===== src/rtl/orsl_pkg.sv =====
`timescale 1ns / 1ps
// ----------------------------------------------------------------------------
// orsl_pkg
// shared types, constants and helpers of the sample logger
// ----------------------------------------------------------------------------
package orsl_pkg;

  localparam int DEPTH    = 64;
  localparam int AW       = (DEPTH > 1) ? $clog2(DEPTH) : 1;
  localparam int CAPW     = 7;
  localparam int RDW      = 19;
  localparam int TW       = 64;
  localparam int CNTW     = 32;
  localparam int MEMW     = RDW + TW;
  localparam int CQ_DEPTH = 2;
  localparam int CQ_AW    = $clog2(CQ_DEPTH);
  localparam int CQ_CW    = $clog2(CQ_DEPTH + 1);
  localparam int RQ_DEPTH = 4;
  localparam int RQ_AW    = $clog2(RQ_DEPTH);
  localparam int RQ_CW    = $clog2(RQ_DEPTH + 1);

  typedef enum logic [1:0] {
    MODE_SAMPLE = 2'd0,
    MODE_SNAP   = 2'd1,
    MODE_CLEAR  = 2'd2,
    MODE_NONE   = 2'd3
  } mode_t;

  typedef enum logic [1:0] {
    OP_SAMPLE = 2'd0,
    OP_DROP   = 2'd1,
    OP_SNAP   = 2'd2,
    OP_CLEAR  = 2'd3
  } op_t;

  typedef enum logic [1:0] {
    KIND_SAMPLE = 2'd0,
    KIND_SNAP   = 2'd1,
    KIND_CLEAR  = 2'd2
  } kind_t;

  typedef enum logic [1:0] {
    ST_OK      = 2'd0,
    ST_DROPPED = 2'd1,
    ST_EMPTY   = 2'd2
  } status_t;

  typedef enum logic {
    BK_IDLE,
    BK_SNAP
  } back_state_t;

  typedef struct packed {
    op_t                   op;
    logic signed [RDW-1:0] reading;
    logic [TW-1:0]         stamp;
    logic [CAPW-1:0]       limit;
  } cmd_t;

  typedef struct packed {
    kind_t                 kind;
    status_t               status;
    logic signed [RDW-1:0] entry_reading;
    logic [TW-1:0]         entry_time;
    logic                  last;
    logic [CAPW-1:0]       fill;
    logic [CNTW-1:0]       total;
    logic [CNTW-1:0]       dropped;
  } res_t;

  // zero acts as one, anything above the built depth acts as the depth
  function automatic logic [CAPW-1:0] cap_clamp(input logic [CAPW-1:0] c);
    logic [CAPW-1:0] r;
    if (c == '0) begin
      r = CAPW'(1);
    end else if (c > CAPW'(DEPTH)) begin
      r = CAPW'(DEPTH);
    end else begin
      r = c;
    end
    return r;
  endfunction

endpackage


===== src/rtl/orsl_resq.sv =====
`timescale 1ns / 1ps
// ----------------------------------------------------------------------------
// orsl_resq
// result queue between the back end and the output ports
// ----------------------------------------------------------------------------
module orsl_resq import orsl_pkg::*; (
  input  logic             clk,
  input  logic             rst,
  input  logic             rq_push,
  input  res_t             rq_data,
  input  logic             pop,
  output logic             empty,
  output res_t             head,
  output logic [RQ_CW-1:0] rq_count
);

  res_t             slot [RQ_DEPTH];
  logic [RQ_AW-1:0] wr_ptr;
  logic [RQ_AW-1:0] rd_ptr;
  logic             do_pop;

  assign empty  = (rq_count == '0);
  assign head   = slot[rd_ptr];
  assign do_pop = pop && !empty;

  always_ff @(posedge clk) begin
    if (rq_push) begin
      slot[wr_ptr] <= rq_data;
    end
  end

  always_ff @(posedge clk) begin
    if (rst) begin
      wr_ptr   <= '0;
      rd_ptr   <= '0;
      rq_count <= '0;
    end else begin
      if (rq_push) begin
        wr_ptr <= (wr_ptr == RQ_AW'(RQ_DEPTH - 1)) ? '0 : wr_ptr + 1'b1;
      end
      if (do_pop) begin
        rd_ptr <= (rd_ptr == RQ_AW'(RQ_DEPTH - 1)) ? '0 : rd_ptr + 1'b1;
      end
      case ({rq_push, do_pop})
        2'b10:   rq_count <= rq_count + 1'b1;
        2'b01:   rq_count <= rq_count - 1'b1;
        default: rq_count <= rq_count;
      endcase
    end
  end

endmodule


===== config.mk =====
export PLATFORM = sky130hd
export DESIGN_NAME = orsl_resq
export DESIGN_NICKNAME = d
export VERILOG_FILES = /design/src/rtl/orsl_pkg.sv /design/src/rtl/orsl_resq.sv
export SDC_FILE = /design/constraint.sdc
export NUM_CORES = 1
export LEC_CHECK = 0
export ABC_AREA = 1
export BUFFER_PORTS_ARGS = -buffer_cell sky130_fd_sc_hd__buf_2
export CELL_PAD_IN_SITES_DETAIL_PLACEMENT = 1
export CELL_PAD_IN_SITES_GLOBAL_PLACEMENT = 2
export CORE_ASPECT_RATIO = 1.5
export CORE_MARGIN = 2
export CORE_UTILIZATION = 44
export DETAILED_ROUTE_END_ITERATION = 12
export GPL_TIMING_DRIVEN = 0
export PLACE_DENSITY = 0.85
export SETUP_SLACK_MARGIN = 0.15
export SYNTH_ARGS = -nofsm -noshare
export SYNTH_HDL_FRONTEND = slang
export SYNTH_SLANG_ARGS = --single-unit

===== constraint.sdc =====
create_clock -name clk -period 6.92 [get_ports clk]
set_input_delay 0.346 -clock clk [delete_from_list [all_inputs] [get_ports clk]]
set_output_delay 0.346 -clock clk [all_outputs]
set_load 0.005 [all_outputs]

---- Yosys cells after proc, flatten, opt, wreduce, memory -nomap -nowiden ----
Memories as Yosys holds them, arrays and structs flattened. A register that Yosys moved wholly into a read port is not among the register bits.
Cells that the tools add are included.
cells by class
  multiplexer cells ....................... 7
  reduce and logical (&&, ||, !) cells .... 4
  equal/unequal tests ..................... 4
  $add $sub $neg .......................... 4
operators with widths
  operator                                             count
  2-to-1 mux 2 bit                                     4
  equality test 2 bit, second input constant           3
  one-hot mux 3 bit (2 select lines)                   1
  adder 2 x 1 -> 2 bit, second input constant          2
  adder 3 x 1 -> 3 bit, second input constant          1
  zero test 3 bit                                      1
  subtractor 3 x 1 -> 3 bit, second input constant     1
  equality test 2 x 1 -> 1 bit, second input constant  1
  2-to-1 mux 1 bit                                     2
  nonzero test 2 bit                                   1
  logical AND 1 bit                                    1
  zero test 1 bit                                      1
word-level totals
  memories ................................ 1
  word-level logic and storage cells ...... 23
  flip-flop bits (word level) ............. 7
  bits in writable memories ............... 636
memory list
  memory  depth  bits a word  rd ports  clocked after Yosys merged registers in  write ports  RTL line         text
  slot    4      159          1         1                                        1            orsl_resq.sv:17  res_t slot [RQ_DEPTH];

---- Depth between registers and ports, before layout ----
  word-level depth ........................ 5
  mapped depth ............................ 13

---- Worst setup path after synthesis ----
Ideal clock, no wire load.
  kind .................................... flip-flop to flip-flop
  from .................................... register wr_ptr[0]
  to ...................................... memory slot[3][0] in the netlist's numbering (enable)
  setup time .............................. 0.511 ns
  cell stages (with the launch flop) ...... 4
  setup slack ............................. 2.760 ns
  data required time ...................... 6.409 ns
  period minus slack after synthesis ...... 4.160 ns
  arrival time ............................ 3.649 ns
  path buffers ............................ 0
  path through ............................ dfxtp_1 -> ha_1 -> nand2_1 -> inv_1
RTL lines
  what                    RTL line         text
  from (decl)             orsl_resq.sv:18  logic [RQ_AW-1:0] wr_ptr;
  from (signal assigned)  orsl_resq.sv:39  wr_ptr <= (wr_ptr == RQ_AW'(RQ_DEPTH - 1)) ? '0 : wr_ptr + 1'b1;
  to (decl)               orsl_resq.sv:17
Straight into the memory's write port.

==> metrics.txt <==
Syn Nets=~1,800; CP Launch Type=register; Seq. cell area=just under 0.02 mm²; Nets=approximately 2,300; worst slew pin tran=0.775 ns; synth top area cells=edfxtp_1 (80%), o21ai_0 (6.7%), nor2_1 (5.1%), o22ai_1 (4.2%), clkbuf_1 (1.0%); Max-Cap Viols=0; post-DP HPWL=between 40,000 and 50,000 µm; RSZ-0062 raised after global routing=no; largest stage delay on the critical path=roughly 0.5 ns; Fill cells=5,283; wire length per cell=approximately 24 µm; CTS max path bufs=3; fmax=a little over 300 MHz; maximum fanout along the worst path=10; routed vias=15,900; Setup crit end kind=output port; largest net degree at the start of global routing=between 100 and 150; normalized max-slew margin=0.483; Die Span Y=289 µm; Final Wtd Congestion=0.751; clk slew on worst S/H paths=roughly 0.060 ns; # clock sinks=between 600 and 700; Hold Buf Count CTS=between 150 and 200; Final ANT Viol Nets=0; Hold WC Path Type=in2reg; area of the multi-input gates=~0.0040 mm²; area leader, netlist=edfxtp_1; Mapped Area=~0.024 mm²; Via density=between 5 and 6; full die area=0.0562 mm²; final setup fails=0; finished layout cell area=0.0302 mm²; Clock Latency Late Sink=around 0.63 ns; endpoints failing hold=0; Gate Count Post-Synth=between 1,500 and 2,000; clock period minus worst slack=about 3.3 ns; worst hold slack=just under 0.09 ns; # resized after CTS=0; Worst R2R Setup Slack=around 4.7 ns; CP required=about 6.6 ns; Buf/Inv on CP=4; Yosys reg bits=roughly 650; Post-Route WL=69,800 µm; total CTS buffers=59; worst vdd ir=approximately 0.00025 V; Mean Syn Cell Area=14.9 µm²; I/O pin count=around 330; clock skew=0.0231 ns; first-pass GRT wire length=slightly above 100,000 µm; CP Cell Sequence=inv_2 > buf_2 > clkbuf_1 > o21ai_0 > o22ai_1 > buf_2; crit path DAT=just under 3 ns; share of the synthesized area in the top cell type=0.799; commonest non-fill, non-tap cells in the layout=edfxtp_1 (636), buf_2 (347), nor2_1 (323); kind of critical path=reg2out; chip width=between 150 and 200 µm; layout cells sized above 1=0.214; commonest non-fill, non-tap cell in the layout=edfxtp_1; postcts setup bufs=0; post-route setup slack=between 3 and 4 ns; htree depth=2; crit-path most repeated cell=buf_2; Starting DRT DRC Count=just over 900; vias in the first global route=~18,000; Cell Rows=about 100; Fin Setup TNS=0 ns; Final Power=10.2 mW; CTS tree=done; Leak=10.6 nW; status=complete, no violations; CP max stage cell=dfxtp_1; GRT overflow=0; cell family with most CP delay=buffers and inverters; clock root buffer=clkbuf_16; async set-reset flop share out of synthesis=0; YS warnings=0; top_reg_cell synth=edfxtp_1; initial antenna violation count=6; Core Region=~0.054 mm²; total global-route track usage=0.243; final max-slew violation count=0; Starting Density=0.446; Yosys cell types=20; input/output buffers=~330; register area share after synthesis=0.807; P&R area growth vs syn=26.3%; count of flip-flops with a built-in enable after synthesis=~640; first drt pass iteration count=4; pwr dens=roughly 340 mW/mm²; dpl ws=4.29 ns; detailed-route DRC error count=0; crit share post-route=0.477; Cell Area, Placed=0.0265 mm²
## report_power, final
part | leakage (nW) | total [mW] | internal, mW | switching [mW]
Combinational | 3.73 | 2.26 | 0.774 | 1.48
Clock | 0.990 | 3.42 | 1.96 | 1.46
Sequential | 5.92 | 4.53 | 4.48 | 0.0542
## worst register-to-register path, stage by stage, from the launching register on
cell     delay (ns)
dfxtp_1        0.35
inv_1          0.09
ha_1           0.15
nand2_1        0.13
inv_8          0.52
buf_16         0.43
## sequential cells by signal, summed over array words and instances, names as in the netlist, named ones only
signal    count
rq_count      3
rd_ptr        2
wr_ptr        2
slot        636
## layout make-up
class / count / share of cell area
Clock buffer: 74 / 0.0532
Tap cell: 689 / 0.0286
Sequential cell: 645 / 0.639
Multi-Input combinational cell: 833 / 0.133
Antenna cell: 3 / 0.000249
Clock inverter: 37 / 0.0144
Inverter: 20 / 0.00348
Buffer: 104 / 0.0173
Timing Repair Buffer: 489 / 0.111
## cell usage after synthesis, drive strengths merged (4+ instances only)
master,count
o22ai,159
clkbuf,67
o21ai,321
edfxtp,636
nand3,4
a21oi,6
nor2,323
ha,6
inv,20
buf,37
nand2,10
dfxtp,9
## through the flow
| step | utilization | cells |
|---|---|---|
| after floorplan | - | 1602 |
| after global placement | 0.492 | 2616 |
| after detailed placement | 0.495 | 2620 |
| after CTS | 0.563 | 2891 |
| after global routing | 0.563 | 2894 |
| final | 0.563 | 2894 |
## routing by layer
metal	track usage	wire length, µm	vias to the layer above
met4	0.0945	2320	6
met2	0.459	37700	476
met1	0.271	26100	8116
met5	0	30	-
met3	0.0446	3710	135
li1	-	-	7169
## cells by family (layout without fill, tap and decap cells)
kind of cell	count (synthesis)	in the layout	share of synthesized area
AND/OR/NAND/NOR	340	340	0.0539
flip-flops	645	645	0.807
buffers and inverters	124	724	0.0249
adder cells (fa/ha/maj)	7	7	0.00398
other	0	3	0
AO/OA/AOI/OAI	486	486	0.110
## path summary, 6_finish.rpt
path | startpoint | to | cells after the start
setup reg to reg | wr_ptr[0]$_SDFFE_PP0P_ | slot[2][72]$_DFFE_PP_ | 5
hold / removal | rq_push | wr_ptr[1]$_SDFFE_PP0P_ | 3
setup / recovery | register | head[100] | 6
hold reg to reg | wr_ptr[1]$_SDFFE_PP0P_ | wr_ptr[1]$_SDFFE_PP0P_ | 2
Power figures use the tool's default switching activity.
