## src/rtl/orsl_pkg.sv

```systemverilog
`timescale 1ns / 1ps
// ----------------------------------------------------------------------------
// orsl_pkg
// shared types, constants and helpers of the sample logger
// ----------------------------------------------------------------------------
package orsl_pkg;

  localparam int DEPTH    = 64;
  localparam int AW       = (DEPTH > 1) ? $clog2(DEPTH) : 1;
  localparam int CAPW     = 7;
  localparam int RDW      = 19;
  localparam int TW       = 64;
  localparam int CNTW     = 32;
  localparam int MEMW     = RDW + TW;
  localparam int CQ_DEPTH = 2;
  localparam int CQ_AW    = $clog2(CQ_DEPTH);
  localparam int CQ_CW    = $clog2(CQ_DEPTH + 1);
  localparam int RQ_DEPTH = 4;
  localparam int RQ_AW    = $clog2(RQ_DEPTH);
  localparam int RQ_CW    = $clog2(RQ_DEPTH + 1);

  typedef enum logic [1:0] {
    MODE_SAMPLE = 2'd0,
    MODE_SNAP   = 2'd1,
    MODE_CLEAR  = 2'd2,
    MODE_NONE   = 2'd3
  } mode_t;

  typedef enum logic [1:0] {
    OP_SAMPLE = 2'd0,
    OP_DROP   = 2'd1,
    OP_SNAP   = 2'd2,
    OP_CLEAR  = 2'd3
  } op_t;

  typedef enum logic [1:0] {
    KIND_SAMPLE = 2'd0,
    KIND_SNAP   = 2'd1,
    KIND_CLEAR  = 2'd2
  } kind_t;

  typedef enum logic [1:0] {
    ST_OK      = 2'd0,
    ST_DROPPED = 2'd1,
    ST_EMPTY   = 2'd2
  } status_t;

  typedef enum logic {
    BK_IDLE,
    BK_SNAP
  } back_state_t;

  typedef struct packed {
    op_t                   op;
    logic signed [RDW-1:0] reading;
    logic [TW-1:0]         stamp;
    logic [CAPW-1:0]       limit;
  } cmd_t;

  typedef struct packed {
    kind_t                 kind;
    status_t               status;
    logic signed [RDW-1:0] entry_reading;
    logic [TW-1:0]         entry_time;
    logic                  last;
    logic [CAPW-1:0]       fill;
    logic [CNTW-1:0]       total;
    logic [CNTW-1:0]       dropped;
  } res_t;

  // zero acts as one, anything above the built depth acts as the depth
  function automatic logic [CAPW-1:0] cap_clamp(input logic [CAPW-1:0] c);
    logic [CAPW-1:0] r;
    if (c == '0) begin
      r = CAPW'(1);
    end else if (c > CAPW'(DEPTH)) begin
      r = CAPW'(DEPTH);
    end else begin
      r = c;
    end
    return r;
  endfunction

endpackage

```

## src/rtl/orsl_front.sv

```systemverilog
`timescale 1ns / 1ps
// ----------------------------------------------------------------------------
// orsl_front
// accepts items, classifies them and queues commands for the back end
// ----------------------------------------------------------------------------
module orsl_front import orsl_pkg::*; (
  input  logic                  clk,
  input  logic                  rst,
  input  logic                  push,
  output logic                  full,
  input  logic [1:0]            mode,
  input  logic                  reading_ok,
  input  logic signed [RDW-1:0] reading_milli,
  input  logic [TW-1:0]         sample_time,
  input  logic [CAPW-1:0]       snapshot_limit,
  input  logic                  cq_pop,
  output logic                  cq_valid,
  output cmd_t                  cq_head
);

  cmd_t             slot [CQ_DEPTH];
  logic [CQ_AW-1:0] wr_ptr;
  logic [CQ_AW-1:0] rd_ptr;
  logic [CQ_CW-1:0] count;
  cmd_t             cmd;
  logic             is_cmd;
  logic             do_push;
  logic             do_pop;

  always_comb begin
    cmd.reading = reading_milli;
    cmd.stamp   = sample_time;
    cmd.limit   = (snapshot_limit > CAPW'(DEPTH)) ? CAPW'(DEPTH) : snapshot_limit;
    is_cmd      = 1'b1;
    case (mode_t'(mode))
      MODE_SAMPLE: cmd.op = reading_ok ? OP_SAMPLE : OP_DROP;
      MODE_SNAP:   cmd.op = OP_SNAP;
      MODE_CLEAR:  cmd.op = OP_CLEAR;
      default: begin
        // unused mode, swallowed without a trace
        cmd.op = OP_CLEAR;
        is_cmd = 1'b0;
      end
    endcase
  end

  assign full     = (count == CQ_CW'(CQ_DEPTH));
  assign cq_valid = (count != '0);
  assign cq_head  = slot[rd_ptr];
  assign do_push  = push && !full && is_cmd;
  assign do_pop   = cq_pop && cq_valid;

  always_ff @(posedge clk) begin
    if (do_push) begin
      slot[wr_ptr] <= cmd;
    end
  end

  always_ff @(posedge clk) begin
    if (rst) begin
      wr_ptr <= '0;
      rd_ptr <= '0;
      count  <= '0;
    end else begin
      if (do_push) begin
        wr_ptr <= (wr_ptr == CQ_AW'(CQ_DEPTH - 1)) ? '0 : wr_ptr + 1'b1;
      end
      if (do_pop) begin
        rd_ptr <= (rd_ptr == CQ_AW'(CQ_DEPTH - 1)) ? '0 : rd_ptr + 1'b1;
      end
      case ({do_push, do_pop})
        2'b10:   count <= count + 1'b1;
        2'b01:   count <= count - 1'b1;
        default: count <= count;
      endcase
    end
  end

endmodule

```

## config.mk

```make
export PLATFORM = sky130hd
export DESIGN_NAME = orsl_front
export DESIGN_NICKNAME = d
export VERILOG_FILES = /design/src/rtl/orsl_pkg.sv /design/src/rtl/orsl_front.sv
export SDC_FILE = /design/constraint.sdc
export NUM_CORES = 1
export LEC_CHECK = 0
export BUFFER_PORTS_ARGS = -buffer_cell sky130_fd_sc_hd__buf_2
export CORE_ASPECT_RATIO = 1.25
export CORE_UTILIZATION = 47
export CTS_CLUSTER_DIAMETER = 150
export CTS_CLUSTER_SIZE = 25
export DETAILED_ROUTE_END_ITERATION = 12
export PLACE_DENSITY = 0.76
export SLEW_MARGIN = 25
export SYNTH_ARGS = -nofsm -noshare
export SYNTH_HDL_FRONTEND = slang
export SYNTH_SLANG_ARGS = --single-unit
```

## constraint.sdc

```tcl
create_clock -name clk -period 5.4 [get_ports clk]
set_input_delay 0.54 -clock clk [delete_from_list [all_inputs] [get_ports clk]]
set_output_delay 0.54 -clock clk [all_outputs]
set_load 0.01 [all_outputs]
```

# Word level (Yosys, flattened, before mapping)
# Memory sizes are Yosys's and may differ from the RTL's. A register that Yosys moved wholly into a read port is not among the register bits.
# Cells that the tools add are included.
[word_totals] register_bits=4 ramBits=184 inputBits=97 memories=1
[classes] n_addsub=4 n_lt_le_gt_ge=1 eq_ne=5 mux=11 n_reduce_logical=8
[mem_list] name="slot" depth=2 width=92 read_ports=1 rd_ports_with_merged_regs=1 wr=1 line="orsl_front.sv:21" text="cmd_t slot [CQ_DEPTH];"
[op_table] op="$mux W1" count=8
[op_table] op="$pmux W2 S2" count=2
[op_table] op="$gt A7 B7 Y1 const B" count=1
[op_table] op="$mux W7" count=1
[op_table] op="$eq A2 B2 Y1 const B" count=3
[op_table] op="$eq A2 B1 Y1 const B" count=2
[op_table] op="$reduce_bool A2 Y1" count=2
[op_table] op="$logic_and A1 B1 Y1" count=3
[op_table] op="$reduce_or A3 Y1" count=1
[op_table] op="$add A1 B1 Y1 const B" count=2
[op_table] op="$add A2 B1 Y2 const B" count=1
[op_table] op="$logic_not A2 Y1" count=1
[op_table] op="$sub A2 B1 Y2 const B" count=1
[op_table] op="$logic_not A1 Y1" count=1

# Depth between registers and ports, before layout
[depth] depth_word=6 mapped_depth=6 mapped_depth_nobuf=6

# Least setup slack after synthesis
# OpenSTA, ideal clock, no wires.
[synth_timing] path_type="input port to flip-flop" start="in mode[0]" end="mem slot[0][0] (netlist name) (enable)" arrival_ns=4.579 t_required_ns=4.856 setup_slack_ns=0.277 path_stages=3 n_path_buf=0 path_cell_list="nand2_1 nand3b_1 nor2_1"
[synth_via] elab_chain_len=6 word_cells_on_any_way=8
[synth_rtl] element="from (decl)" line="orsl_front.sv:11" text="input logic [1:0] mode,"
[synth_rtl] element="$eq A2 B1 Y1 (tied with other cells)" line="orsl_front.sv:35" text="case (mode_t'(mode))"
[synth_rtl] element="$reduce_or A3 Y1 (no source line) (*)"
[synth_rtl] element="$mux W1 (*)" line="orsl_front.sv:35"
[synth_rtl] element="$logic_and A1 B1 Y1 (*)" line="orsl_front.sv:50" text="assign do_push = push && !full && is_cmd;"
[synth_rtl] element="$mux W1 (*)" line="orsl_front.sv:54" text="if (do_push) begin"
[synth_rtl] element="$mux W1 (not written as such) (*)" line="orsl_front.sv:55" text="slot[wr_ptr] <= cmd;"
[synth_rtl] element="to (decl)" line="orsl_front.sv:21"
# Every way passes the cells marked *; elsewhere a longest branch is shown, timed or not.

==> impl_metrics.ini <==
[logic_synthesis]
synth_warnings = 0
synth_fp_nets = 419
netlist_area_mm2 = 0.00689
synthCells = 321
ys_seq_area_share_pct = 81.6
synthDistinctLibCells = 19
syn_area_per_cell_um2 = 21.5
synth.ff_latch_count = 189

[global_routing]
grt_max_degree = 55
first_global_vias = 3564
grt_pass1_wl_um = 18000
grt-ovfl-total = 0
antenna_found_initial = 1
grt_util_all_layers_pct = 16.5

[sta]
fmax_mhz = 343
fin_crit_ns = 2.92
relSlewSlack_pct = 52.2
tightest_slew_ns = 0.718
final.setup.tns_ns = 0
grt_setup_unrepaired = no
timing.final.max_slew_violations = 0
fin_crit_sh_pct = 54.0
setup_viol = 0
hold_viol = 0
fin_hold_ws_ns = 0.308
skew_ns = 0.0122

[setup_path]
rr_startpoint = count[0]$_SDFFE_PP0P_
worstSetupStartpointType = flop
cp-end-kind = output pin
critical-path-max-stage-delay_ns = 0.68
crit_end = cq_head[26]
r2r-end = slot[1][9]$_DFFE_PP_
critPathMaxFanout = 54
worstPathRequired_ns = 4.86
ff2ff_path_depth = 4
cpMaxStageDelayCell = dfxtp_4
reg2reg_setup_slack_ns = 3.38
crit_type = reg2out
crit_arrival_ns = 2.38
path_cells = buf_4 -> mux2_2 -> buf_2

[clock_tree]
htree_levels = 4
postCtsHoldBufs = 0
cts_resized = 0
cts_tree = done
cts_buffers = 17
clockBufferDepth = 2
clk_latency_ns = 0.42
cts-root-buf = clkbuf_16
cts_sinks = 189
path_clk_slew_ns = 0.07
postCtsSetupBuffers = 0

[drt]
post_drt_wl_per_cell_um = 17.4
top_layer = met4
wl_met2_um = 6610
post-route-drc-count = 0
vias_per_cell = 4.95
wl_met1_um = 5030
first_iter_violations = 138
wl_met3_um = 687
antenna_left = 0
dr.pass1.iters = 4
vias = 3536
drt-total-wl_um = 12400

[cells_and_area]
drive_gt1_share_pct = 59.9
final_common_cell = buf_2
postLayoutCellArea_mm2 = 0.00862
layout_common_cells = buf_2 (190), edfxtp_1 (184), mux2_2 (93), clkbuf_16 (17), nor2b_1 (7)
fillers = 1094
fin_nets = 622
syn_to_final_growth_pct = 25.0

[die]
core-area_mm2 = 0.0143
chipHeight_um = 137
io_pins = 191
rows = 49
die_x_um = 110
dieArea_mm2 = 0.0152
initial_utilization_pct = 48.1

[pwr]
powerDensity_mw_per_mm2 = 453
clkPwrFrac_pct = 29.6
switchingPower_mw = 1.04
pwr-share-seq_pct = 48.4
ir_drop_mv = 0.258
power.leakage_nw = 3.20
p_int_mw = 2.87
p_sw_share_pct = 26.6
comb_power_share_pct = 22.0

[placed_design]
placed_cell_area_mm2 = 0.00807
portBuffers = 190
dp_hpwl_um = 8200
gp_congestion = 0.719

[run_status]
outcome = complete, no violations

[flow_run]
maxCapViolations = 0

[min_path]
hp-class = in2reg
[per-stage QoR]
step | total power, mW | setup slack, ns | std cells | utilization, %
finish | 3.90 | 2.48 | 715 | 60.1
global route | 4.09 | 2.33 | 714 | 60.1
CTS | 3.95 | 2.43 | 714 | 60.1
detailed placement | 2.79 | 2.89 | 683 | 56.3
global placement | 2.77 | 2.91 | 683 | 56.3
floorplan | 2.47 | 0.277 | 321 | -
[cells in the mapped netlist, drive strengths merged]
master / n / share of area [%]
edfxtp: 184 / 80
mux2: 93 / 15
buf: 10 / 0.73
nor2: 7 / 0.38
nor2b: 7 / 0.64
dfxtp: 5 / 1.5
or2: 2 / 0.18
xnor2: 2 / 0.25
a21oi: 1 / 0.073
clkbuf: 1 / 0.054
ha: 1 / 0.18
inv: 1 / 0.054
nand2: 1 / 0.054
nand3b: 1 / 0.11
o21a: 1 / 0.11
o21ai: 1 / 0.073
o21bai: 1 / 0.11
or3: 1 / 0.091
xor2: 1 / 0.13
[how the worst min path moves through the flow]
stage | startpoint | end | slack (ns) | depth (start not counted)
4_1_cts | reading_milli[10] | slot[0][81]$_DFFE_PP_ | 0.29 | 1
3_3_place_gp | count[1]$_SDFFE_PP0P_ | count[1]$_SDFFE_PP0P_ | 0.49 | 2
3_5_place_dp | rd_ptr$_SDFFE_PP0P_ | rd_ptr$_SDFFE_PP0P_ | 0.50 | 2
5_1_grt | reading_milli[10] | slot[1][81]$_DFFE_PP_ | 0.28 | 1
6_report | reading_milli[10] | slot[1][81]$_DFFE_PP_ | 0.31 | 1
2_1_floorplan | count[1]$_SDFFE_PP0P_ | count[1]$_SDFFE_PP0P_ | 0.47 | 2
[sequential cells by signal, summed over array words and instances (netlist names), named ones only]
register and cells:
wr_ptr 1, count 2, rd_ptr 1, slot 184
[metal layers]
metal / up-vias / track usage, %
li1: 1669 / -
met3: 6 / 4.92
met2: 110 / 27.9
met4: 0 / 7.02
met5: - / 0
met1: 1751 / 19.5
[power groups by stage]
stage	logic [mW]	registers (mW)	clock network, mW
after floorplan	0.585	1.88	0
after global placement	0.860	1.91	0
after detailed placement	0.871	1.92	0
after CTS	0.877	1.89	1.19
after global routing	0.940	1.91	1.24
final	0.859	1.89	1.16
[critical path: cells and delay by family (launching register included)]
kind / cells / cell delay [ns]
buf+inv: 2 / 0.81
flops: 1 / 0.68
mux: 1 / 0.42
[final cells by class]
type / count / area, um2 / share of cell area [%]
multi-input combinational: 120 / 1230 / 14.2
timing repair buffer: 195 / 988 / 11.5
sequential: 189 / 5630 / 65.3
inverter: 1 / 3.75 / 0.0436
antenna: 1 / 2.50 / 0.0290
tap: 178 / 223 / 2.58
clock buffer: 18 / 429 / 4.98
clock inverter: 13 / 116 / 1.35
[cell families (layout without fill, tap and decap cells)]
family / count (synthesis) / after routing / share of synthesized area [%]
other cells: 0 / 1 / 0
fa+ha+maj: 1 / 1 / 0.181
compound gates: 4 / 4 / 0.363
mux: 93 / 93 / 15.2
xor+xnor: 3 / 3 / 0.381
buf+inv: 12 / 227 / 0.835
flops: 189 / 189 / 81.6
simple gates: 19 / 19 / 1.45
Power figures use the tool's default switching activity.
